--- src/rtl/qsu_pkg.sv ---
// ----------------------------------------------------------------------------
// qsu_pkg
// shared types, character codes and helpers for the quoted string unescaper
// ----------------------------------------------------------------------------
package qsu_pkg;

   localparam int UNIT_WIDTH          = 16;
   localparam int DIGIT_WIDTH         = 8;
   localparam int HELD_MAX            = 3;
   localparam int RADIX_BITS          = 4;   // hex radix 16
   localparam int CSR_INDEX_WIDTH     = 4;
   localparam int CSR_DATA_WIDTH      = 16;
   localparam int QUEUE_DEPTH_DEFAULT = 4;
   localparam int MAX_RESULTS         = 5;

   localparam logic [UNIT_WIDTH-1:0] CHAR_BACKSLASH = 16'h005C;
   localparam logic [UNIT_WIDTH-1:0] CHAR_U         = 16'h0075;
   localparam logic [UNIT_WIDTH-1:0] CHAR_X         = 16'h0078;
   localparam logic [UNIT_WIDTH-1:0] QUOTE_RESET    = 16'h0022;

   localparam logic [CSR_INDEX_WIDTH-1:0] REG_QUOTE_CHAR       = 4'd0;
   localparam logic [CSR_INDEX_WIDTH-1:0] REG_UNESCAPE_UNICODE = 4'd1;

   localparam logic [1:0] KIND_NONE = 2'd0;
   localparam logic [1:0] KIND_U    = 2'd1;
   localparam logic [1:0] KIND_X    = 2'd2;

   typedef struct packed {
      logic [UNIT_WIDTH-1:0] quote_char;
      logic                  unescape_unicode;
   } cfg_type;

   // one queue entry: a single result, or an escape echo
   typedef struct packed {
      logic                                 echo;
      logic [1:0]                           held_count;
      logic [HELD_MAX-1:0][DIGIT_WIDTH-1:0] held_digits;
      logic [UNIT_WIDTH-1:0]                unit;
      logic                                 unit_valid;
      logic                                 string_end;
      logic                                 unframed;
   } desc_type;

   function automatic logic hex_digit(input logic [UNIT_WIDTH-1:0] ch,
                                      output logic [RADIX_BITS-1:0] val);
      logic hit;
      hit = 1'b1;
      val = '0;
      if (ch >= 16'h0030 && ch <= 16'h0039) begin
         val = RADIX_BITS'(ch - 16'h0030);
      end else if (ch >= 16'h0061 && ch <= 16'h0066) begin
         val = RADIX_BITS'(ch - 16'h0061 + 16'd10);
      end else if (ch >= 16'h0041 && ch <= 16'h0046) begin
         val = RADIX_BITS'(ch - 16'h0041 + 16'd10);
      end else begin
         hit = 1'b0;
      end
      return hit;
   endfunction

endpackage

--- src/rtl/qsu_if.sv ---
// ----------------------------------------------------------------------------
// qsu interfaces
// valid/ready channels for input units, results and register writes
// ----------------------------------------------------------------------------
interface qsu_req_if import qsu_pkg::*; ();
   logic                  valid;
   logic                  ready;
   logic [UNIT_WIDTH-1:0] code_unit;
   logic                  is_first;
   logic                  is_final;
   modport source(output valid, code_unit, is_first, is_final, input ready);
   modport sink(input valid, code_unit, is_first, is_final, output ready);
endinterface

interface qsu_rsp_if import qsu_pkg::*; ();
   logic                  valid;
   logic                  ready;
   logic [UNIT_WIDTH-1:0] out_unit;
   logic                  unit_valid;
   logic                  run_end;
   logic                  string_end;
   logic                  unframed;
   modport source(output valid, out_unit, unit_valid, run_end, string_end, unframed,
                  input ready);
   modport sink(input valid, out_unit, unit_valid, run_end, string_end, unframed,
                output ready);
endinterface

interface qsu_csr_if import qsu_pkg::*; ();
   logic                       valid;
   logic                       ready;
   logic [CSR_INDEX_WIDTH-1:0] index;
   logic [CSR_DATA_WIDTH-1:0]  data;
   modport source(output valid, index, data, input ready);
   modport sink(input valid, index, data, output ready);
endinterface

--- src/rtl/qsu_front.sv ---
// ----------------------------------------------------------------------------
// qsu_front
// accepts code units, tracks framing and escape state, queues result groups
// ----------------------------------------------------------------------------
module qsu_front import qsu_pkg::*; (
   input  logic        clock,
   input  logic        reset,
   input  cfg_type     cfg,
   qsu_req_if.sink     req,
   input  logic        queue_full,
   output logic        push,
   output desc_type    push_desc
);

   localparam logic [1:0] RES_NONE   = 2'd0;
   localparam logic [1:0] RES_SINGLE = 2'd1;
   localparam logic [1:0] RES_ECHO   = 2'd2;

   logic                                 decode_mode_ff, decode_mode_in;
   logic                                 in_escape_ff, in_escape_in;
   logic [1:0]                           escape_kind_ff, escape_kind_in;
   logic [1:0]                           held_count_ff, held_count_in;
   logic [UNIT_WIDTH-1:0]                hex_value_ff, hex_value_in;
   logic [HELD_MAX-1:0][DIGIT_WIDTH-1:0] held_digits_ff, held_digits_in;

   logic                  accept;
   logic [1:0]            res_kind;
   logic [UNIT_WIDTH-1:0] res_unit;
   logic                  res_valid;
   logic                  unframed;
   logic                  clr;
   logic                  is_hex;
   logic [RADIX_BITS-1:0] dval;
   logic                  is_quote;
   logic                  hex_done;
   logic [UNIT_WIDTH-1:0] cu;

   assign req.ready = !queue_full;
   assign accept    = req.valid && req.ready;
   assign cu        = req.code_unit;
   assign is_quote  = (cu == cfg.quote_char);

   always_comb begin
      decode_mode_in = decode_mode_ff;
      in_escape_in   = in_escape_ff;
      escape_kind_in = escape_kind_ff;
      held_count_in  = held_count_ff;
      hex_value_in   = hex_value_ff;
      held_digits_in = held_digits_ff;
      res_kind       = RES_NONE;
      res_unit       = cu;
      res_valid      = 1'b1;
      unframed       = 1'b0;
      clr            = 1'b0;
      is_hex         = hex_digit(cu, dval);
      hex_done       = (escape_kind_ff == KIND_U) ? (held_count_ff == 2'd3)
                                                  : (held_count_ff != 2'd0);

      if (req.is_first) begin
         clr = 1'b1;
         if (is_quote && !req.is_final) begin
            decode_mode_in = 1'b1;
         end else begin
            decode_mode_in = 1'b0;
            res_kind       = RES_SINGLE;
         end
      end else if (decode_mode_ff) begin
         if (req.is_final && is_quote) begin
            // closing quote: bare end marker, open escape dropped
            clr       = 1'b1;
            res_kind  = RES_SINGLE;
            res_unit  = '0;
            res_valid = 1'b0;
         end else begin
            if (!in_escape_ff) begin
               if (cu == CHAR_BACKSLASH) begin
                  in_escape_in = 1'b1;
               end else begin
                  res_kind = RES_SINGLE;
               end
            end else if (cu == CHAR_BACKSLASH) begin
               clr      = 1'b1;
               res_kind = (escape_kind_ff != KIND_NONE) ? RES_ECHO : RES_SINGLE;
            end else if (cu == CHAR_U || cu == CHAR_X) begin
               if (escape_kind_ff != KIND_NONE || !cfg.unescape_unicode) begin
                  clr      = 1'b1;
                  res_kind = RES_ECHO;
               end else begin
                  escape_kind_in = (cu == CHAR_U) ? KIND_U : KIND_X;
               end
            end else if (is_hex) begin
               if (escape_kind_ff == KIND_NONE) begin
                  clr      = 1'b1;
                  res_kind = RES_ECHO;
               end else if (hex_done) begin
                  clr      = 1'b1;
                  res_kind = RES_SINGLE;
                  res_unit = {hex_value_ff[UNIT_WIDTH-RADIX_BITS-1:0], dval};
               end else begin
                  held_digits_in[held_count_ff] = cu[DIGIT_WIDTH-1:0];
                  held_count_in = held_count_ff + 2'd1;
                  hex_value_in  = {hex_value_ff[UNIT_WIDTH-RADIX_BITS-1:0], dval};
               end
            end else begin
               clr      = 1'b1;
               res_kind = (escape_kind_ff == KIND_NONE && is_quote) ? RES_SINGLE
                                                                    : RES_ECHO;
            end

            if (req.is_final) begin
               // unclosed string
               clr      = 1'b1;
               unframed = 1'b1;
               if (res_kind == RES_NONE) begin
                  res_kind  = RES_SINGLE;
                  res_unit  = '0;
                  res_valid = 1'b0;
               end
            end
         end
      end else begin
         res_kind = RES_SINGLE;
      end

      if (req.is_final) begin
         decode_mode_in = 1'b0;
      end
      if (clr) begin
         in_escape_in   = 1'b0;
         escape_kind_in = KIND_NONE;
         held_count_in  = '0;
         hex_value_in   = '0;
      end
   end

   assign push                   = accept && (res_kind != RES_NONE);
   assign push_desc.echo         = (res_kind == RES_ECHO);
   assign push_desc.held_count   = held_count_ff;
   assign push_desc.held_digits  = held_digits_ff;
   assign push_desc.unit         = res_unit;
   assign push_desc.unit_valid   = res_valid;
   assign push_desc.string_end   = req.is_final;
   assign push_desc.unframed     = unframed;

   always_ff @(posedge clock) begin
      if (reset) begin
         decode_mode_ff <= 1'b0;
         in_escape_ff   <= 1'b0;
         escape_kind_ff <= KIND_NONE;
         held_count_ff  <= '0;
         hex_value_ff   <= '0;
      end else if (accept) begin
         decode_mode_ff <= decode_mode_in;
         in_escape_ff   <= in_escape_in;
         escape_kind_ff <= escape_kind_in;
         held_count_ff  <= held_count_in;
         hex_value_ff   <= hex_value_in;
      end
   end

   always_ff @(posedge clock) begin
      if (accept) begin
         held_digits_ff <= held_digits_in;
      end
   end

`ifndef NO_ASSERTIONS
   a_final_leaves_mode: assert property (@(posedge clock) disable iff (reset)
      accept && req.is_final |=> !decode_mode_ff)
      else $error("decode mode survived a final unit");
   a_no_kind_no_digits: assert property (@(posedge clock) disable iff (reset)
      escape_kind_ff == KIND_NONE |-> held_count_ff == 2'd0)
      else $error("digits held without an open hex escape");
   a_kind_needs_escape: assert property (@(posedge clock) disable iff (reset)
      escape_kind_ff != KIND_NONE |-> in_escape_ff)
      else $error("hex escape open outside an escape");
`endif

endmodule

--- src/rtl/qsu_queue.sv ---
// ----------------------------------------------------------------------------
// qsu_queue
// small show-ahead queue of result groups between front and back
// ----------------------------------------------------------------------------
module qsu_queue import qsu_pkg::*; #(
   parameter int DEPTH = QUEUE_DEPTH_DEFAULT
) (
   input  logic     clock,
   input  logic     reset,
   input  logic     push,
   input  desc_type push_desc,
   output logic     full,
   input  logic     pop,
   output logic     head_valid,
   output desc_type head_desc
);

   localparam int PTR_WIDTH = $clog2(DEPTH);
   localparam int CNT_WIDTH = $clog2(DEPTH + 1);
   localparam logic [PTR_WIDTH-1:0] LAST_PTR = PTR_WIDTH'(DEPTH - 1);
   localparam logic [CNT_WIDTH-1:0] FULL_CNT = CNT_WIDTH'(DEPTH);

   desc_type               entry_ff [DEPTH];
   logic [PTR_WIDTH-1:0]   wr_ptr_ff, wr_ptr_in;
   logic [PTR_WIDTH-1:0]   rd_ptr_ff, rd_ptr_in;
   logic [CNT_WIDTH-1:0]   count_ff, count_in;

   assign full       = (count_ff == FULL_CNT);
   assign head_valid = (count_ff != '0);
   assign head_desc  = entry_ff[rd_ptr_ff];

   always_comb begin
      wr_ptr_in = wr_ptr_ff;
      rd_ptr_in = rd_ptr_ff;
      count_in  = count_ff;
      if (push) begin
         wr_ptr_in = (wr_ptr_ff == LAST_PTR) ? '0 : wr_ptr_ff + PTR_WIDTH'(1);
      end
      if (pop) begin
         rd_ptr_in = (rd_ptr_ff == LAST_PTR) ? '0 : rd_ptr_ff + PTR_WIDTH'(1);
      end
      if (push && !pop) begin
         count_in = count_ff + CNT_WIDTH'(1);
      end else if (pop && !push) begin
         count_in = count_ff - CNT_WIDTH'(1);
      end
   end

   always_ff @(posedge clock) begin
      if (reset) begin
         wr_ptr_ff <= '0;
         rd_ptr_ff <= '0;
         count_ff  <= '0;
      end else begin
         wr_ptr_ff <= wr_ptr_in;
         rd_ptr_ff <= rd_ptr_in;
         count_ff  <= count_in;
      end
   end

   always_ff @(posedge clock) begin
      if (push) begin
         entry_ff[wr_ptr_ff] <= push_desc;
      end
   end

`ifndef NO_ASSERTIONS
   a_no_overflow: assert property (@(posedge clock) disable iff (reset)
      push |-> !full || pop)
      else $error("push into a full queue");
   a_no_underflow: assert property (@(posedge clock) disable iff (reset)
      pop |-> head_valid)
      else $error("pop from an empty queue");
   a_count_grows: assert property (@(posedge clock) disable iff (reset)
      push && !pop |=> count_ff == $past(count_ff) + CNT_WIDTH'(1))
      else $error("queue count lost a push");
`endif

endmodule

--- src/rtl/qsu_back.sv ---
// ----------------------------------------------------------------------------
// qsu_back
// expands queued result groups into one result per cycle while the output is not stalled, behind an output reg
// ----------------------------------------------------------------------------
module qsu_back import qsu_pkg::*; (
   input  logic        clock,
   input  logic        reset,
   input  logic        head_valid,
   input  desc_type    head_desc,
   output logic        pop,
   qsu_rsp_if.source   rsp
);

   localparam int IDX_WIDTH = $clog2(MAX_RESULTS);

   logic [IDX_WIDTH-1:0]  idx_ff, idx_in;
   logic                  rsp_valid_ff;
   logic [UNIT_WIDTH-1:0] out_unit_ff, out_unit_in;
   logic                  unit_valid_ff, unit_valid_in;
   logic                  run_end_ff, string_end_ff, unframed_ff;

   logic [IDX_WIDTH-1:0]  total;
   logic [IDX_WIDTH-1:0]  idx_m1;
   logic                  last;
   logic                  out_free;
   logic                  advance;

   assign out_free = !rsp_valid_ff || rsp.ready;
   assign advance  = out_free && head_valid;
   assign total    = head_desc.echo ? IDX_WIDTH'(head_desc.held_count) + IDX_WIDTH'(2)
                                    : IDX_WIDTH'(1);
   assign last     = (idx_ff == total - IDX_WIDTH'(1));
   assign idx_m1   = idx_ff - IDX_WIDTH'(1);
   assign pop      = advance && last;

   always_comb begin
      unit_valid_in = 1'b1;
      if (!head_desc.echo) begin
         out_unit_in   = head_desc.unit;
         unit_valid_in = head_desc.unit_valid;
      end else if (idx_ff == '0) begin
         out_unit_in = CHAR_BACKSLASH;
      end else if (last) begin
         out_unit_in = head_desc.unit;
      end else begin
         out_unit_in = UNIT_WIDTH'(head_desc.held_digits[idx_m1[1:0]]);
      end
      idx_in = last ? '0 : idx_ff + IDX_WIDTH'(1);
   end

   always_ff @(posedge clock) begin
      if (reset) begin
         rsp_valid_ff <= 1'b0;
         idx_ff       <= '0;
      end else begin
         if (out_free) begin
            rsp_valid_ff <= head_valid;
         end
         if (advance) begin
            idx_ff <= idx_in;
         end
      end
   end

   always_ff @(posedge clock) begin
      if (advance) begin
         out_unit_ff   <= out_unit_in;
         unit_valid_ff <= unit_valid_in;
         run_end_ff    <= last;
         string_end_ff <= last && head_desc.string_end;
         unframed_ff   <= last && head_desc.unframed;
      end
   end

   assign rsp.valid      = rsp_valid_ff;
   assign rsp.out_unit   = out_unit_ff;
   assign rsp.unit_valid = unit_valid_ff;
   assign rsp.run_end    = run_end_ff;
   assign rsp.string_end = string_end_ff;
   assign rsp.unframed   = unframed_ff;

endmodule

--- src/rtl/quoted_string_unescaper.sv ---
// ----------------------------------------------------------------------------
// quoted_string_unescaper
// decodes backslash escapes in quoted UTF-16 strings, passes others through
// ----------------------------------------------------------------------------
// an accepted unit passes a queue entry and then the result register before its first result
// throughput: one unit per cycle while each gives one result and the output is
//   not stalled; a unit that gives n results holds the result register for each
//   of them in turn; the rate is set by the single result register in the back end
// reset clears framing and escape state, the queue and the output valid;
//   registers return to quote 0x22 and hex decoding off
module quoted_string_unescaper import qsu_pkg::*; #(
   parameter int QUEUE_DEPTH = QUEUE_DEPTH_DEFAULT
) (
   input  logic      clock,
   input  logic      reset,
   qsu_req_if.sink   req,
   qsu_rsp_if.source rsp,
   qsu_csr_if.sink   csr
);

   // configuration registers; the user must write them only while idle, the block itself does not enforce it
   cfg_type  cfg_ff;

   // front to queue
   logic     push;
   desc_type push_desc;
   logic     queue_full;

   // queue to back
   logic     pop;
   logic     head_valid;
   desc_type head_desc;

   // register writes are always taken; unknown indexes are ignored
   assign csr.ready = 1'b1;

   always_ff @(posedge clock) begin
      if (reset) begin
         cfg_ff.quote_char       <= QUOTE_RESET;
         cfg_ff.unescape_unicode <= 1'b0;
      end else if (csr.valid) begin
         case (csr.index)
            REG_QUOTE_CHAR: begin
               cfg_ff.quote_char <= csr.data[UNIT_WIDTH-1:0];
            end
            REG_UNESCAPE_UNICODE: begin
               cfg_ff.unescape_unicode <= csr.data[0];
            end
            default: begin
            end
         endcase
      end
   end

   // front: takes each transaction, updates escape state in the same cycle
   qsu_front u_front (
      .clock      (clock),
      .reset      (reset),
      .cfg        (cfg_ff),
      .req        (req),
      .queue_full (queue_full),
      .push       (push),
      .push_desc  (push_desc)
   );

   // queue of pending result groups lets the front run on while results wait
   qsu_queue #(
      .DEPTH (QUEUE_DEPTH)
   ) u_queue (
      .clock      (clock),
      .reset      (reset),
      .push       (push),
      .push_desc  (push_desc),
      .full       (queue_full),
      .pop        (pop),
      .head_valid (head_valid),
      .head_desc  (head_desc)
   );

   // back: one result transaction per cycle while the output is not stalled, flags on the last of a group
   qsu_back u_back (
      .clock      (clock),
      .reset      (reset),
      .head_valid (head_valid),
      .head_desc  (head_desc),
      .pop        (pop),
      .rsp        (rsp)
   );

endmodule

--- src/flat_wrapper.sv ---
// flat-port wrapper written by rule: the top's interface ports become plain ports
module quoted_string_unescaper_flat import qsu_pkg::*;
#(
   parameter int QUEUE_DEPTH = QUEUE_DEPTH_DEFAULT
)
  (clock, reset, req_valid, req_code_unit, req_is_first, req_is_final, req_ready, rsp_valid, rsp_out_unit, rsp_unit_valid, rsp_run_end, rsp_string_end, rsp_unframed, rsp_ready, csr_valid, csr_index, csr_data, csr_ready);
  qsu_req_if req_i ();
  qsu_rsp_if rsp_i ();
  qsu_csr_if csr_i ();
  input  logic clock;
  input  logic reset;
  input wire logic [$bits(req_i.valid)-1:0] req_valid;
  input wire logic [$bits(req_i.code_unit)-1:0] req_code_unit;
  input wire logic [$bits(req_i.is_first)-1:0] req_is_first;
  input wire logic [$bits(req_i.is_final)-1:0] req_is_final;
  output wire logic [$bits(req_i.ready)-1:0] req_ready;
  output wire logic [$bits(rsp_i.valid)-1:0] rsp_valid;
  output wire logic [$bits(rsp_i.out_unit)-1:0] rsp_out_unit;
  output wire logic [$bits(rsp_i.unit_valid)-1:0] rsp_unit_valid;
  output wire logic [$bits(rsp_i.run_end)-1:0] rsp_run_end;
  output wire logic [$bits(rsp_i.string_end)-1:0] rsp_string_end;
  output wire logic [$bits(rsp_i.unframed)-1:0] rsp_unframed;
  input wire logic [$bits(rsp_i.ready)-1:0] rsp_ready;
  input wire logic [$bits(csr_i.valid)-1:0] csr_valid;
  input wire logic [$bits(csr_i.index)-1:0] csr_index;
  input wire logic [$bits(csr_i.data)-1:0] csr_data;
  output wire logic [$bits(csr_i.ready)-1:0] csr_ready;
  assign req_i.valid = req_valid;
  assign req_i.code_unit = req_code_unit;
  assign req_i.is_first = req_is_first;
  assign req_i.is_final = req_is_final;
  assign req_ready = req_i.ready;
  assign rsp_valid = rsp_i.valid;
  assign rsp_out_unit = rsp_i.out_unit;
  assign rsp_unit_valid = rsp_i.unit_valid;
  assign rsp_run_end = rsp_i.run_end;
  assign rsp_string_end = rsp_i.string_end;
  assign rsp_unframed = rsp_i.unframed;
  assign rsp_i.ready = rsp_ready;
  assign csr_i.valid = csr_valid;
  assign csr_i.index = csr_index;
  assign csr_i.data = csr_data;
  assign csr_ready = csr_i.ready;
  quoted_string_unescaper #(.QUEUE_DEPTH(QUEUE_DEPTH)) u_core (.clock(clock), .reset(reset), .req(req_i), .rsp(rsp_i), .csr(csr_i));
endmodule
--- config.mk ---
export PLATFORM = sky130hd
export DESIGN_NAME = quoted_string_unescaper_flat
export DESIGN_NICKNAME = d
export VERILOG_FILES = /design/src/rtl/qsu_pkg.sv /design/src/rtl/qsu_if.sv /design/src/rtl/qsu_front.sv /design/src/rtl/qsu_queue.sv /design/src/rtl/qsu_back.sv /design/src/rtl/quoted_string_unescaper.sv /design/src/flat_wrapper.sv
export SDC_FILE = /design/constraint.sdc
export NUM_CORES = 1
export LEC_CHECK = 0
export BUFFER_PORTS_ARGS = -buffer_cell sky130_fd_sc_hd__buf_4
export CAP_MARGIN = 30
export CORE_MARGIN = 5
export CORE_UTILIZATION = 65
export DETAILED_ROUTE_END_ITERATION = 10
export GPL_TIMING_DRIVEN = 0
export PLACE_DENSITY = 0.95
export SLEW_MARGIN = 5
export SYNTH_ARGS = -nofsm -noshare
export SYNTH_HDL_FRONTEND = slang
export SYNTH_HIERARCHICAL = 1
export SYNTH_SLANG_ARGS = --single-unit
--- constraint.sdc ---
create_clock -name clock -period 10.9 [get_ports clock]
set_clock_uncertainty 0.05 [all_clocks]
set_input_delay 1.09 -clock clock [delete_from_list [all_inputs] [get_ports clock]]
set_output_delay 1.09 -clock clock [all_outputs]
set_load 0.1 [all_outputs]
==> results.cfg <==
[floorplan]
initial_core_util_pct = 66.1
num_rows = 49
die_x_um = 145
core_um2 = 18000
die_h_um = 145
boundaryPins = 66
die-area_um2 = 21100

[timing]
worst_pin_slew_ns = 0.989
period_minus_slack_ns = 4.85
grt_setup_unrepaired = false
slew_viol_final = 0
setup_violations = 0
finalCritPeriodShare_pct = 44.5
worst_slew_margin_rel_pct = 34.0
hold_violations = 0
tns_ns = 0
fmax_mhz = 206

[clock_tree]
cts_tree = done
clkLatencyLatePin_ns = 0.54
postCtsSetupBuffers = 0
cts_max_level = 1
numClockSinks = 276
cts_buffer_depth = 3
cts_hold_buf = 0
root_buffer = clkbuf_16
numCtsBuffers = 27
clk_pin_slew_worst_paths_ns = 0.06
post_cts_resized = 0

[logic_synthesis]
ys_warn_count = 6
syn-num-nets = 797
netlist_instances = 737
syn-cell-area_um2 = 11900
syn_area_per_cell_um2 = 16.1
async_reset_ff_share_pct = 0
yosysUniqueCellTypes = 83
synth_ff_type = edfxtp_1
synth_seq_area_share_pct = 65.7
synth_top_area_share_pct = 57.6
yosysTopAreaCell = edfxtp_1
yosys-top-cells-area = edfxtp_1 58%, dfxtp_1 8.1%, mux4_2 7.6%, mux2i_1 2.7%, nand2b_1 1.8%
synth_edf_count = 228
synth-seq-cells = 276

[route]
totalWireLength_um = 28900
antenna_left = 0
drtPass1Iterations = 5
viasPerCell = 6.59
detail_route.wl_per_cell_um = 26.7
drt_iter0_drc = 812
drc = 0
num_vias = 7134

[setup_path]
cp_max_fo = 7
cp_data_required_time_ns = 11.30
r2r_end = u_core/u_queue/count_ff[2]$_SDFFE_PP0P_
endpoint_kind = flop
reg2reg_depth = 15
start_kind = input pin
reg2reg_setup_slack_ns = 6.59
crit_arrival_ns = 5.25
critPathKind = in -> reg

[global_routing]
grt_pass1_vias = 7371
antenna_found_initial = 0
grt_max_degree = 29
grt-ovfl-total = 0
grt_pass1_wl_um = 44000
grtUsageTotal_pct = 27.0

[power]
seqPwrFrac_pct = 40.7
p_comb_share_pct = 32.0
vdd_drop_max_mv = 0.261
leakage_nw = 4.62
p_int_mw = 2.13
powerDensity_nw_per_um2 = 241
swShare_pct = 34.8
p_sw_mw = 1.14
p_clk_share_pct = 27.3

[worst_hold_path]
hp-class = reg -> reg
hold_end = u_core/u_front/hex_value_ff[8]$_SDFFE_PP0P_
hold_path_startpoint = u_core/u_front/hex_value_ff[8]$_SDFFE_PP0P_
min_path_cells = 1

[placed_design]
placed_cells = 1033
gp_congestion = 0.868
dp_hpwl_um = 18100
portBuffers = 63

[final_layout]
fin_util_pct = 75.5
nets = 893
drive_above_1_share_pct = 25.4
diodes = 0
syn_to_final_growth_pct = 14.1
instances_no_fill = 1082

[run_status]
status = complete, no violations

[flow_run]
maxCapViolCount = 0
==> metrics by stage <==
stage	hold slack [ns]	setup WS [ns]	instance area [µm²]	power, mW
3_3_place_gp	0.412	4.79	12600	2.31
5_1_grt	0.449	5.93	13600	3.37
2_1_floorplan	0.381	5.95	11900	2.11
4_1_cts	0.434	6.14	13600	3.27
6_report	0.430	6.05	13600	3.27
3_5_place_dp	0.415	5.61	12700	2.36
==> routing by layer <==
layer	global-route usage [%]	wire length [µm]
met1	34.3	10200
met2	46.5	14700
met3	4.68	2720
met4	10.9	1280
met5	0	0
==> cell usage in the layout (no fill, tap or decap), drive strengths merged, types with 3 or more instances in the layout <==
cell type	n
ha	16
clkbuf	45
mux4	46
nor2	42
nor2b	4
inv	24
and2	17
dfxtp	48
or2	4
buf	93
a22oi	4
edfxtp	228
xnor2	20
a21oi	27
a22o	17
or3	8
o21ai	17
nor3	9
nand2	30
nand3	5
o2111ai	3
nor3b	3
xor2	6
mux2i	32
nand2b	35
nor4	4
clkinv	9
a211oi	3
or4	3
nand4	5
==> logic make-up (layout without fill, tap and decap cells) <==
logic type | Yosys count | after routing | synth area share, %
flip-flops | 276 | 276 | 65.7
AND/OR/NAND/NOR | 185 | 185 | 9.49
AO/OA/AOI/OAI | 96 | 96 | 6.14
multiplexers | 79 | 79 | 11.7
buffers and inverters | 57 | 173 | 3.04
XOR/XNOR | 26 | 26 | 2.04
adder cells (fa/ha/maj) | 17 | 17 | 1.85
other | 1 | 1 | 0.0316
==> area by class of cell <==
class,instances,area [µm²]
flip-flops and latches,276,7810
plain buffers,34,275
repair buffers,67,553
fillers,969,4400
clock buffers,37,743
well taps,229,287
inverters,23,86.3
multi-input cells,404,3720
clock inverters,12,92.6
==> cell usage after synthesis (all sizes together) (4+ instances only) <==
cell and count:
buf 26, nand4 5, nand2 30, nand3 5
a22o 17, xor2 6, or3 8, ha 16
mux2i 32, nor3 9, o21ai 17, nor4 4
a21oi 27, inv 23, a22oi 4, dfxtp 48
mux4 46, nor2b 4, nor2 42, and2 17
clkbuf 8, nand2b 35, or2 4, xnor2 20
edfxtp 228
==> worst max-delay path by stage <==
stage	start	to	slack, ns
global placement	req_code_unit[1]	u_core/u_queue/entry_ff[0][17]$_DFFE_PP_	4.79
finish	req_code_unit[1]	u_core/u_queue/count_ff[2]$_SDFFE_PP0P_	6.05
floorplan	req_code_unit[1]	u_core/u_queue/entry_ff[0][0]$_DFFE_PP_	5.95
global route	req_code_unit[1]	u_core/u_queue/count_ff[2]$_SDFFE_PP0P_	5.93
detailed placement	req_code_unit[1]	u_core/u_queue/count_ff[2]$_SDFFE_PP0P_	5.61
CTS	req_code_unit[1]	u_core/u_queue/count_ff[2]$_SDFFE_PP0P_	6.14
==> flip-flops by register name (all words and copies together) (netlist names), 2 cells and up, named ones only <==
name,count
u_core/cfg_ff,17
u_core/u_back/idx_ff,3
u_core/u_back/rsp.out_unit,16
u_core/u_front/escape_kind_ff,2
u_core/u_front/held_count_ff,2
u_core/u_front/hex_value_ff,12
u_core/u_front/push_desc,24
u_core/u_queue/count_ff,3
u_core/u_queue/entry_ff,184
u_core/u_queue/rd_ptr_ff,2
u_core/u_queue/wr_ptr_ff,2
==> power groups by stage <==
stage                     clock network (mW)  logic, mW  registers (mW)
final                                  0.892       1.05            1.33
after global routing                   0.947       1.09            1.34
after CTS                              0.896       1.05            1.33
after detailed placement                   0       1.02            1.35
after global placement                     0      0.969            1.34
after floorplan                            0      0.496            1.62
==> critical path, stage by stage <==
cell and delay [ns]:
buf_4 0.14, buf_2 0.21, inv_1 0.08, ha_1 0.21
or3b_2 0.46, nand4_1 0.15, a21oi_2 0.12, or4b_2 0.72
nand3_1 0.12, nand2_1 0.05, a21oi_1 0.48, ha_1 0.29
inv_1 0.06, fa_1 0.37, xor2_1 0.16, or3_1 0.32
a21oi_1 0.19
(Power assumes the default switching activity.)
